**src/hdl/lxsc_pkg.sv**
```systemverilog
// ----------------------------------------------------------------------------
// lxsc_pkg: shared types and constants of the lagged XOR keystream cipher
// Holds the key store geometry, generator constants and the port structs.
// ----------------------------------------------------------------------------
package lxsc_pkg;

    localparam int unsigned STREAM_LEN = 521;
    localparam int unsigned ADDR_W     = 10;
    localparam int unsigned WORD_W     = 32;
    localparam int unsigned SEED_WORDS = 17;
    localparam int unsigned LAG_NEAR   = 32;
    localparam int unsigned LAG_FAR    = STREAM_LEN - LAG_NEAR;
    localparam int unsigned REGEN_PASSES = 4;

    localparam logic [WORD_W-1:0] LCG_MUL   = 32'h5D58_8B65;
    localparam logic [WORD_W-1:0] HIGH_MASK = 32'hFF80_0000;
    localparam logic [WORD_W-1:0] LOW_MASK  = 32'h007F_FFFF;

    localparam logic [ADDR_W-1:0] LAST_ADDR     = ADDR_W'(STREAM_LEN - 1);
    localparam logic [ADDR_W-1:0] END_POS       = ADDR_W'(STREAM_LEN);
    localparam logic [ADDR_W-1:0] FIRST_FILL    = ADDR_W'(SEED_WORDS);
    localparam logic [ADDR_W-1:0] LAG_NEAR_A    = ADDR_W'(LAG_NEAR);
    localparam logic [ADDR_W-1:0] LAG_FAR_A     = ADDR_W'(LAG_FAR);
    localparam logic [4:0]        LAST_SEED_W   = 5'(SEED_WORDS - 1);
    localparam logic [4:0]        LAST_ROUND    = 5'd31;
    localparam logic [1:0]        SETUP_PASSES  = 2'(REGEN_PASSES - 1);

    // Control of the shared LCG multiply unit.
    typedef struct packed {
        logic load;
        logic step;
    } t_lcg_ctl;

    // One write request into the key store.
    typedef struct packed {
        logic              en;
        logic [ADDR_W-1:0] addr;
        logic [WORD_W-1:0] data;
    } t_mem_wr;

endpackage

```
**src/hdl/lxsc_lcg.sv**
```systemverilog
// ----------------------------------------------------------------------------
// lxsc_lcg: seed register and shared multiply-add unit
// Advances seed = seed * multiplier + 1 by one round per step request.
// ----------------------------------------------------------------------------
module lxsc_lcg (
    input  logic                             i_clk,
    input  lxsc_pkg::t_lcg_ctl               i_ctl,
    input  logic [lxsc_pkg::WORD_W-1:0]      i_seed,
    output logic [lxsc_pkg::WORD_W-1:0]      o_seed_next
);
    import lxsc_pkg::*;

    logic [WORD_W-1:0] r_seed;
    logic [WORD_W-1:0] n_seed;

    // Only the low word of the product is kept.
    assign n_seed      = r_seed * LCG_MUL + WORD_W'(1);
    assign o_seed_next = n_seed;

    always_ff @(posedge i_clk) begin
        if (i_ctl.load) begin
            r_seed <= i_seed;
        end else if (i_ctl.step) begin
            r_seed <= n_seed;
        end
    end

endmodule

```
**config.mk**
```make
export PLATFORM = sky130hd
export DESIGN_NAME = lxsc_lcg
export DESIGN_NICKNAME = d
export VERILOG_FILES = /design/src/hdl/lxsc_pkg.sv /design/src/hdl/lxsc_lcg.sv
export SDC_FILE = /design/constraint.sdc
export NUM_CORES = 1
export LEC_CHECK = 0
export BUFFER_PORTS_ARGS = -buffer_cell sky130_fd_sc_hd__buf_4
export CAP_MARGIN = 25
export CORE_ASPECT_RATIO = 1.75
export CORE_MARGIN = 2
export CORE_UTILIZATION = 55
export DETAILED_ROUTE_END_ITERATION = 16
export HOLD_SLACK_MARGIN = 0.15
export PLACE_DENSITY = 0.81
export SETUP_SLACK_MARGIN = 0.1
export SYNTH_ARGS = -nofsm -noshare
export SYNTH_HDL_FRONTEND = slang
export SYNTH_SLANG_ARGS = --single-unit
```
**constraint.sdc**
```tcl
create_clock -name i_clk -period 9.4 [get_ports i_clk]
set_input_delay 1.88 -clock i_clk [delete_from_list [all_inputs] [get_ports i_clk]]
set_output_delay 1.88 -clock i_clk [all_outputs]
set_load 0.05 [all_outputs]
```
# Yosys cells after proc, flatten, opt, wreduce, memory -nomap -nowiden
# Index checks and enable logic that the tools add are counted.
# totals
regBits,32
latch_bits,0
ram_bits,0
rom_bits,0
input_bits,35
out_inout_bits,32
word_cells,6
memories,0
# op_classes
n_addsub,1
multipliers,1
div_mod_pow,0
n_lt_le_gt_ge,0
eq_ne,0
shifts,0
muxes,2
n_bitwise,0
n_reduce_logical,1
# ops
cell,count
$mux W32,2
$add A32 B1 Y32 const B,1
$mul A32 B31 Y32 const B,1
$reduce_bool A2 Y1,1

# Depth between registers and ports, before layout
# Gate-level depths: netlist of the first run.
# logic_depth
depth_word,4
ltp_mapped,25
ltp_nobuf,25

# Worst setup path after synthesis of the first run
# No wires, ideal clock.
# synth_timing
kind,register to output
from,register r_seed[14]
to,output o_seed_next[31] in the netlist's numbering
arrival_time_ns,6.604
required_time_ns,7.520
slack_ns,0.916
path_stages_with_launch,22
cell_sequence,edfxtp_1 -> ha_1 -> inv_1 -> fa_1 -> inv_1 -> fa_1 -> inv_1 -> fa_1 -> fa_1 -> fa_1 -> inv_1 -> fa_1 -> inv_1 -> fa_1 -> inv_1 -> ha_1 -> and4_1 -> a221oi_2 -> o22ai_2 -> a41oi_1 -> a211o_1 -> xnor2_1
# synth_between
elab_chain_len,2
# synth_lines
item,line_no,rtl
"start, declared",lxsc_lcg.sv:13,logic [WORD_W-1:0] r_seed;
"start signal, assigned",lxsc_lcg.sv:22,r_seed <= i_seed;
"start signal, assigned",lxsc_lcg.sv:24,r_seed <= n_seed;
$mul A32 B31 Y32,lxsc_lcg.sv:17,assign n_seed = r_seed * LCG_MUL + WORD_W'(1);
$add A32 B1 Y32,lxsc_lcg.sv:17,
"end, declared",lxsc_lcg.sv:9,output logic [lxsc_pkg::WORD_W-1:0] o_seed_next
# No other way between the ends.

# Worst setup path after layout of the first run
# layout_timing
from,register r_seed[15]
to,output o_seed_next[31] in the netlist's numbering
# The elaborated chain is that of the path after synthesis.

==> results.py, run 1 <==
metrics = {
    "clocking": {
        "clk_path_buf_depth": 2,
        "cts_tree": "done",
        "postCtsSetupRepairBufs": 0,
        "cts_max_level": 2,
        "cts_buffers": 5,
        "clock_latency_ns": 0.30,
        "cts_resized": 0,
        "clkTransAtPathRegs_ns": 0.07,
        "cts-root-buf": "clkbuf_16",
        "ctsHoldBuffers": 0,
        "cts.sinks": 32,
    },
    "synthesis": {
        "ys_ff_latch": 32,
        "async_flop_share_pct": 0,
        "seq_area_frac_synth_pct": 10.4,
        "synth-edff-count": 32,
        "syn_area_um2": 9210,
        "synthDistinctLibCells": 50,
        "syn-num-nets": 1260,
        "syn_avg_cell_area_um2": 10.6,
        "syn_inst": 870,
        "yosys_warnings": 0,
        "synth_flop_cell": "edfxtp_1",
    },
    "detailed_routing": {
        "drt_iter0_markers": 253,
        "vias_per_cell": 5.33,
        "via_count": 6209,
        "first_pass_iters": 4,
        "drt.antenna.violating_nets": 0,
        "drc_errors": 0,
        "wl_per_cell_um": 20.5,
        "wl_um": 23900,
    },
    "grt": {
        "grt_pass1_wl_um": 38500,
        "first_global_vias": 7173,
        "antenna_found_initial": 0,
        "overflow": 0,
        "grt_usage_pct": 29.3,
        "grt_max_degree": 33,
    },
    "layout": {
        "area_delta_synth_final_pct": 10.2,
        "n_fill_cell": 1380,
        "reg.largest.list": "r_seed (32)",
        "largest_reg_flops": 32,
        "finish.utilization_pct": 61.7,
        "multiInputGateArea_um2": 7280,
        "diodes": 0,
        "layout-drive-gt1-share_pct": 12.2,
        "regMostFlops": "r_seed",
        "seqCellArea_um2": 961,
        "layout.nets": 1331,
    },
    "floorplanning": {
        "chipWidth_um": 102,
        "die_y_um": 175,
        "dieArea_um2": 17800,
        "start_util_pct": 56.0,
        "fp-row-count": 62,
        "core_area_um2": 16400,
        "pin_count": 67,
    },
    "min_path": {
        "min-delay-start": "r_seed[0]$_DFFE_PP_",
        "min_path_type": "flip-flop to flip-flop",
    },
    "timing": {
        "rsz0062_at_grt": "no",
        "slew_violations": 0,
        "slew_headroom_pct": 36.0,
        "clock-skew-final_ns": 0.0120,
        "tns_ns": 0,
        "worst_slew_pin_slew_ns": 0.960,
        "worst_slack_ns": 0.401,
        "hold_viol_final": 0,
        "fin_crit_sh_pct": 95.7,
        "setup_viol_count_final": 0,
        "period_needed_ns": 9.00,
        "max_freq_mhz": 111,
    },
    "worst_setup_path": {
        "cpMostUsedCell": "fa_1",
        "startpoint_type": "flip-flop",
        "cp_max_fo": 6,
        "end_kind": "output port",
        "critPathSlowestCell": "fa_1",
        "timing.reg2reg.worst_path_depth": 22,
        "r2r_end": "r_seed[31]$_DFFE_PP_",
        "max_stage_delay_ns": 0.56,
        "cp_num_cells": 22,
        "crit_type": "flip-flop to output port",
        "crit_end": "o_seed_next[31]",
        "rr_startpoint": "r_seed[15]$_DFFE_PP_",
        "critical_path_required_ns": 7.52,
        "path_buf_inv": 7,
        "rrSetupSlack_ns": 2.36,
        "startpoint": "r_seed[15]$_DFFE_PP_",
        "crit_family": "adder cells",
        "crit_arrival_ns": 7.12,
        "crit_chain": "ha_1 -> inv_1 -> fa_1 -> inv_1 -> fa_1 -> inv_1 -> fa_1 -> fa_1 -> fa_1 -> inv_1 -> fa_1 -> inv_1 -> fa_1 -> inv_1 -> ha_1 -> and4_1 -> a221oi_2 -> o22ai_2 -> a41oi_1 -> a211o_1 -> xnor2_1 -> buf_4",
    },
    "outcome": {
        "run_status": "finished, final reports clean",
    },
    "place": {
        "pre_cts_ws_ns": 0.700,
        "gp_congestion": 1.00,
        "post-dp-hpwl_um": 21400,
        "io_buffer_count": 66,
    },
    "flow_run": {
        "cap_viol_max_count": 0,
    },
}
[worst register-to-register path: stages, from the launching register on]
cell and delay, ns:
edfxtp_1 0.52, ha_1 0.36, inv_1 0.06, fa_1 0.49, inv_1 0.05, fa_1 0.51
inv_1 0.05, fa_1 0.47, fa_1 0.52, fa_1 0.56, inv_1 0.05, fa_1 0.47
inv_1 0.05, fa_1 0.47, inv_1 0.04, ha_1 0.38, and4_1 0.30, a221oi_2 0.09
o22ai_2 0.29, a41oi_1 0.30, a211o_1 0.35, xnor2_1 0.15, mux2_2 0.28
[stage by stage]
stage          cells  area (um2)  hold WS, ns
2_1_floorplan    870        9210        0.814
3_3_place_gp    1157        9980        0.864
3_5_place_dp    1158       10000        0.874
4_1_cts         1166       10200        0.897
5_1_grt         1166       10200        0.940
6_report        1166       10200        0.894
[cells in the final DEF, fill, tap and decap left out, drive strengths merged, types with 4 or more instances in the layout]
| cell type | instances |
|---|---|
| inv | 251 |
| ha | 192 |
| fa | 163 |
| buf | 69 |
| xnor2 | 46 |
| edfxtp | 32 |
| nand2 | 26 |
| mux2 | 24 |
| nor2 | 21 |
| a21oi | 19 |
| o21ai | 14 |
| nand3 | 9 |
| xor2 | 8 |
| o21a | 7 |
| nor3 | 6 |
| clkbuf | 5 |
| a21boi | 5 |
| a21o | 4 |
| o31ai | 4 |
[routing by layer]
layer / vias up / global-route usage [%] / wire length (um)
met5: - / 0 / 0
met4: 0 / 13.6 / 1290
met3: 62 / 2.20 / 757
met2: 168 / 54.5 / 13400
met1: 3092 / 33.0 / 8420
li1: 2887 / - / -
[synth_stat cells, types with 4 or more instances]
| cell type | instances | area [um2] |
|---|---|---|
| inv_1 | 251 | 942 |
| nand3_1 | 8 | 40.0 |
| nor3_1 | 6 | 30.0 |
| xnor2_1 | 46 | 403 |
| nand2_1 | 26 | 97.6 |
| nor2_1 | 21 | 78.8 |
| a21oi_2 | 4 | 35.0 |
| a21oi_1 | 15 | 75.1 |
| mux2_2 | 24 | 270 |
| edfxtp_1 | 32 | 961 |
| xor2_1 | 8 | 70.1 |
| o21ai_0 | 11 | 55.1 |
| fa_1 | 163 | 3260 |
| o31ai_1 | 4 | 30.0 |
| o21a_1 | 7 | 52.6 |
| a21o_1 | 4 | 30.0 |
| ha_1 | 192 | 2400 |
[logic make-up (layout without fill, tap and decap cells)]
group,after synthesis,in the layout,share of synthesized area [%]
AO/OA/AOI/OAI,70,70,5.53
XOR/XNOR,54,54,5.14
adder cells (fa/ha/maj),355,355,61.5
buffers and inverters,257,329,10.5
flip-flops,32,32,10.4
multiplexers,24,24,2.93
AND/OR/NAND/NOR,78,78,3.97
[layout make-up]
| cell class | count | area share [%] |
|---|---|---|
| multi-input combinational | 581 | 71.7 |
| sequential | 32 | 9.47 |
| inverter | 252 | 9.32 |
| timing repair buffer | 69 | 5.30 |
| tap | 224 | 2.76 |
| clock buffer | 5 | 1.23 |
| clock inverter | 3 | 0.185 |
[how the worst min path moves through the flow]
stage          cells after the start                   to
2_1_floorplan                      1  r_seed[0]$_DFFE_PP_
3_3_place_gp                       1  r_seed[0]$_DFFE_PP_
3_5_place_dp                       1  r_seed[0]$_DFFE_PP_
4_1_cts                            1  r_seed[0]$_DFFE_PP_
5_1_grt                            1  r_seed[0]$_DFFE_PP_
6_report                           1  r_seed[0]$_DFFE_PP_
Power of run 1 is left out: the tool's default activity adds up to more than one toggle a clock period on the data nets, which glitch-free logic cannot reach.
==> run 2, diff against run 1 <==
--- a/config.mk
+++ b/config.mk
@@ -12,7 +12,7 @@
 export CORE_UTILIZATION = 55
 export DETAILED_ROUTE_END_ITERATION = 16
 export HOLD_SLACK_MARGIN = 0.15
-export PLACE_DENSITY = 0.81
+export PLACE_DENSITY_LB_ADDON = 0.08
 export SETUP_SLACK_MARGIN = 0.1
 export SYNTH_ARGS = -nofsm -noshare
 export SYNTH_HDL_FRONTEND = slang
==> run 2 against run 1 <==
  * Flip-flop and latch count is the same
  * First-iteration DRC count down 5.5%
  * Non-clock buffer count is 1 lower
  * Register-to-register slack better by 0.06 ns
  * Count of clock-buffer cells in the layout unchanged
  * Die area unchanged
  * Worst setup slack improved by 0.039 ns
  * Final cell count about the same
  * Critical endpoint is now o_seed_next[24]
==> results.py, run 2 (synthesized netlist as in run 1, its figures left out) <==
metrics = {
    "detailed_routing": {
        "wl_per_cell_um": 22.7,
        "first_pass_iters": 4,
        "vias_per_cell": 5.43,
        "drt_iter0_markers": 239,
        "via_count": 6325,
        "drt.antenna.violating_nets": 0,
        "wl_um": 26400,
        "drc_errors": 0,
    },
    "timing": {
        "rsz0062_at_grt": "no",
        "tns_ns": 0,
        "setup_viol_count_final": 0,
        "worst_slack_ns": 0.441,
        "max_freq_mhz": 112,
        "worst_slew_pin_slew_ns": 0.953,
        "clock-skew-final_ns": 0.00858,
        "period_needed_ns": 8.96,
        "fin_crit_sh_pct": 95.3,
        "hold_viol_final": 0,
        "slew_headroom_pct": 36.5,
        "slew_violations": 0,
    },
    "place": {
        "gp_congestion": 0.975,
        "post-dp-hpwl_um": 23900,
        "pre_cts_ws_ns": 0.676,
        "io_buffer_count": 66,
    },
    "layout": {
        "n_fill_cell": 1453,
        "reg.largest.list": "r_seed (32)",
        "multiInputGateArea_um2": 7280,
        "mostFrequentLayoutCells": "251 x inv_1, 192 x ha_1, 163 x fa_1, 67 x buf_4, 46 x xnor2_1",
        "layout.nets": 1330,
        "layout-drive-gt1-share_pct": 12.1,
        "regMostFlops": "r_seed",
        "area_delta_synth_final_pct": 10.0,
        "diodes": 0,
        "largest_reg_flops": 32,
        "final_common_cell": "inv_1",
        "seqCellArea_um2": 961,
    },
    "worst_setup_path": {
        "rr_startpoint": "r_seed[16]$_DFFE_PP_",
        "startpoint": "r_seed[14]$_DFFE_PP_",
        "crit_chain": "ha_1 -> inv_1 -> fa_1 -> inv_1 -> fa_1 -> inv_1 -> fa_1 -> fa_1 -> fa_1 -> inv_1 -> fa_1 -> inv_1 -> fa_1 -> inv_1 -> ha_1 -> and4_1 -> and3_1 -> nand3_1 -> a21boi_1 -> o21ai_0 -> a21boi_0 -> nor2_1 -> buf_4",
        "max_stage_delay_ns": 0.55,
        "rrSetupSlack_ns": 2.42,
        "startpoint_type": "flip-flop",
        "cp_max_fo": 6,
        "critical_path_required_ns": 7.52,
        "r2r_end": "r_seed[31]$_DFFE_PP_",
        "end_kind": "output port",
        "crit_arrival_ns": 7.08,
        "timing.reg2reg.worst_path_depth": 21,
        "crit_type": "flip-flop to output port",
        "cpMostUsedCell": "fa_1",
        "critPathSlowestCell": "fa_1",
    },
    "floorplanning": {
        "pin_count": 67,
        "fp-row-count": 62,
        "chipWidth_um": 102,
        "start_util_pct": 56.0,
        "die_y_um": 175,
        "core_area_um2": 16400,
        "dieArea_um2": 17800,
    },
    "clocking": {
        "cts.sinks": 32,
        "cts-root-buf": "clkbuf_16",
        "cts_buffers": 5,
        "ctsHoldBuffers": 0,
        "clock_latency_ns": 0.31,
        "cts_tree": "done",
        "clkTransAtPathRegs_ns": 0.07,
        "postCtsSetupRepairBufs": 0,
        "cts_max_level": 2,
        "clk_path_buf_depth": 2,
    },
    "grt": {
        "antenna_found_initial": 0,
        "grt_usage_pct": 32.2,
        "first_global_vias": 7337,
        "grt_pass1_wl_um": 40900,
        "overflow": 0,
        "grt_max_degree": 33,
    },
    "min_path": {
        "min_path_cells": 2,
        "min_to": "r_seed[0]$_DFFE_PP_",
        "min_path_type": "flip-flop to flip-flop",
        "min-delay-start": "r_seed[0]$_DFFE_PP_",
    },
    "outcome": {
        "run_status": "finished, final reports clean",
    },
    "flow_run": {
        "cap_viol_max_count": 0,
    },
}
[run 2: worst max-delay path: cells and delay by family (launching register included)]
kind	cells	cell delay, ns
adders and majority gates	9	4.21
and+or+nand+nor	4	0.79
AOI/OAI and AO/OA	3	0.74
DFF	1	0.52
buffers and inverters	7	0.50
[run 2: through the flow]
stage	std cells	area, um2	utilization, %	hold WS, ns
6_report	1165	10100	61.6	0.902
3_5_place_dp	1157	9990	60.7	0.882
2_1_floorplan	870	9210	-	0.814
4_1_cts	1165	10100	61.6	0.894
5_1_grt	1165	10100	61.6	0.938
3_3_place_gp	1156	9970	60.6	0.874
[run 2: cell type report]
type	count	area share (%)
clock buffers	5	1.23
clock inverters	3	0.185
inverters	252	9.34
multi-input cells	581	71.9
flip-flops and latches	32	9.48
well taps	224	2.77
repair buffers	68	5.11
[run 2: how the worst max path moves through the flow]
stage                            to  slack, ns
finish              o_seed_next[24]       0.44
floorplan           o_seed_next[31]       0.92
global placement    o_seed_next[24]       0.77
detailed placement  o_seed_next[24]       0.68
global route        o_seed_next[24]       0.11
CTS                 o_seed_next[24]       0.34
[run 2: what timing repair did]
item / 4_1_cts / 5_1_grt
setup endpoints to repair: 0 / 1
resized for setup: 0 / 1
endpoints found under the hold margin: 0 / 0
[run 2: layer usage]
metal / vias to the layer above / GRT usage [%] / part of all wire (%) / wire length, um
li1: 2884 / - / - / -
met1: 3177 / 30.7 / 32 / 8390
met2: 175 / 62.7 / 58 / 15300
met3: 89 / 3.72 / 2.7 / 706
met4: 0 / 19.4 / 7.9 / 2080
met5: - / 0 / 0 / 0
Power of run 2 is left out for the same reason.
==> run 3, diff against run 2 <==
==> constraint.sdc (replaced) <==
create_clock -name i_clk -period 10.8 [get_ports i_clk]
set_input_delay 2.16 -clock i_clk [delete_from_list [all_inputs] [get_ports i_clk]]
set_output_delay 2.16 -clock i_clk [all_outputs]
set_load 0.05 [all_outputs]
==> run 3 against run 2 <==
  * Count of clock-buffer cells in the layout is the same
  * Final cell count is the same
  * First-iteration DRC count shrank 21%
  * Core utilization grew 0.076 points
  * Worst hold slack lost 0.042 ns
==> results.py, run 3 (synthesized netlist as in run 1, its figures left out) <==
metrics = {
    "clocking": {
        "postCtsSetupRepairBufs": 0,
        "cts.sinks": 32,
        "cts_resized": 0,
        "cts_buffers": 5,
        "ctsHoldBuffers": 0,
        "clkTransAtPathRegs_ns": 0.07,
        "cts-root-buf": "clkbuf_16",
        "cts_tree": "done",
        "cts_max_level": 2,
        "clock_latency_ns": 0.31,
        "clk_path_buf_depth": 2,
    },
    "detailed_routing": {
        "wl_um": 26400,
        "drc_errors": 0,
        "via_count": 6317,
        "drt_iter0_markers": 189,
        "wl_per_cell_um": 22.7,
        "first_pass_iters": 4,
        "vias_per_cell": 5.42,
        "drt.antenna.violating_nets": 0,
    },
    "grt": {
        "grt_pass1_wl_um": 41400,
        "antenna_found_initial": 0,
        "first_global_vias": 7550,
        "grt_max_degree": 33,
        "grt_usage_pct": 32.3,
        "overflow": 0,
    },
    "layout": {
        "final_common_cell": "inv_1",
        "reg.largest.list": "r_seed (32)",
        "layout.nets": 1330,
        "mostFrequentLayoutCells": "251 x inv_1, 192 x ha_1, 163 x fa_1, 67 x buf_4, 46 x xnor2_1",
        "diodes": 0,
        "largest_reg_flops": 32,
        "area_delta_synth_final_pct": 10.1,
        "regMostFlops": "r_seed",
        "layout-drive-gt1-share_pct": 12.1,
    },
    "timing": {
        "slew_violations": 0,
        "hold_viol_final": 0,
        "fin_crit_sh_pct": 86.1,
        "slew_headroom_pct": 34.1,
        "tns_ns": 0,
        "worst_slew_pin_slew_ns": 0.988,
        "rsz0062_at_grt": "no",
        "period_needed_ns": 9.30,
        "setup_viol_count_final": 0,
        "max_freq_mhz": 108,
        "timing.hold.ws_ns": 0.860,
        "clock-skew-final_ns": 0.0157,
    },
    "place": {
        "post-dp-hpwl_um": 24000,
        "gp_congestion": 0.971,
        "io_buffer_count": 66,
    },
    "worst_setup_path": {
        "crit_chain": "ha_1 -> inv_1 -> fa_1 -> inv_1 -> fa_1 -> inv_1 -> fa_1 -> fa_1 -> fa_1 -> inv_1 -> fa_1 -> inv_1 -> fa_1 -> inv_1 -> ha_1 -> and4_1 -> and3_1 -> nand3_1 -> a21boi_0 -> o21ai_0 -> a21boi_0 -> nor2_1 -> buf_4",
        "crit_family": "adder cells",
        "max_stage_delay_ns": 0.55,
        "crit_arrival_ns": 7.14,
        "cp_num_cells": 23,
        "end_kind": "output port",
        "cp_max_fo": 6,
        "startpoint_type": "flip-flop",
        "crit_type": "flip-flop to output port",
        "critPathSlowestCell": "fa_1",
        "critical_path_required_ns": 8.64,
        "cpMostUsedCell": "fa_1",
        "timing.reg2reg.worst_path_depth": 21,
        "path_buf_inv": 7,
    },
    "min_path": {
        "min_path_type": "flip-flop to flip-flop",
        "min_path_cells": 2,
    },
    "floorplanning": {
        "chipWidth_um": 102,
        "start_util_pct": 56.0,
        "pin_count": 67,
        "core_area_um2": 16400,
        "fp-row-count": 62,
        "dieArea_um2": 17800,
        "die_y_um": 175,
    },
    "flow_run": {
        "cap_viol_max_count": 0,
    },
    "outcome": {
        "run_status": "finished, final reports clean",
    },
}
## run 3: worst register-to-register path: stages (launching register included)
cell      delay [ns]
edfxtp_1        0.56
ha_1            0.42
fa_1            0.52
fa_1            0.54
inv_1           0.06
fa_1            0.48
inv_1           0.06
fa_1            0.48
fa_1            0.53
fa_1            0.56
inv_1           0.06
fa_1            0.53
inv_1           0.04
ha_1            0.37
a21oi_1         0.18
o221ai_1        0.16
a21oi_1         0.27
o21ai_0         0.15
a41oi_1         0.23
a211o_1         0.18
xnor2_1         0.09
mux2_2          0.27
## run 3: path summary, 6_finish.rpt
check | startpoint | endpoint | slack (ns)
worst max-delay path | r_seed[14]$_DFFE_PP_ | o_seed_next[24] | 1.50
worst max register to register | r_seed[16]$_DFFE_PP_ | r_seed[31]$_DFFE_PP_ | 3.82
worst min register to register | r_seed[0]$_DFFE_PP_ | r_seed[0]$_DFFE_PP_ | 0.86
worst min-delay path | r_seed[0]$_DFFE_PP_ | r_seed[0]$_DFFE_PP_ | 0.86
## run 3: through the flow
stage	util [%]	setup slack, ns	instances	cell area (um2)
3_3_place_gp	60.6	1.90	1156	9970
4_1_cts	61.7	1.45	1165	10100
3_5_place_dp	60.8	1.80	1157	10000
6_report	61.7	1.50	1165	10100
2_1_floorplan	-	2.04	870	9210
5_1_grt	61.7	1.16	1165	10100
## run 3: layer usage
layer	global-route usage (%)	up-vias	wire, um
met4	23.2	0	2310
met5	0	-	0
met3	3.68	98	659
met1	31.6	3158	8440
li1	-	2883	-
met2	60.1	178	15000
## run 3: cell type report
type                            count  area, um2
Timing Repair Buffer               68        531
Sequential cell                    32        961
Inverter                          252        946
Fill cell                        1428       6300
Clock inverter                      3       18.8
Clock buffer                        5        125
Multi-Input combinational cell    581       7280
Tap cell                          224        280
Power of run 3 is left out for the same reason.
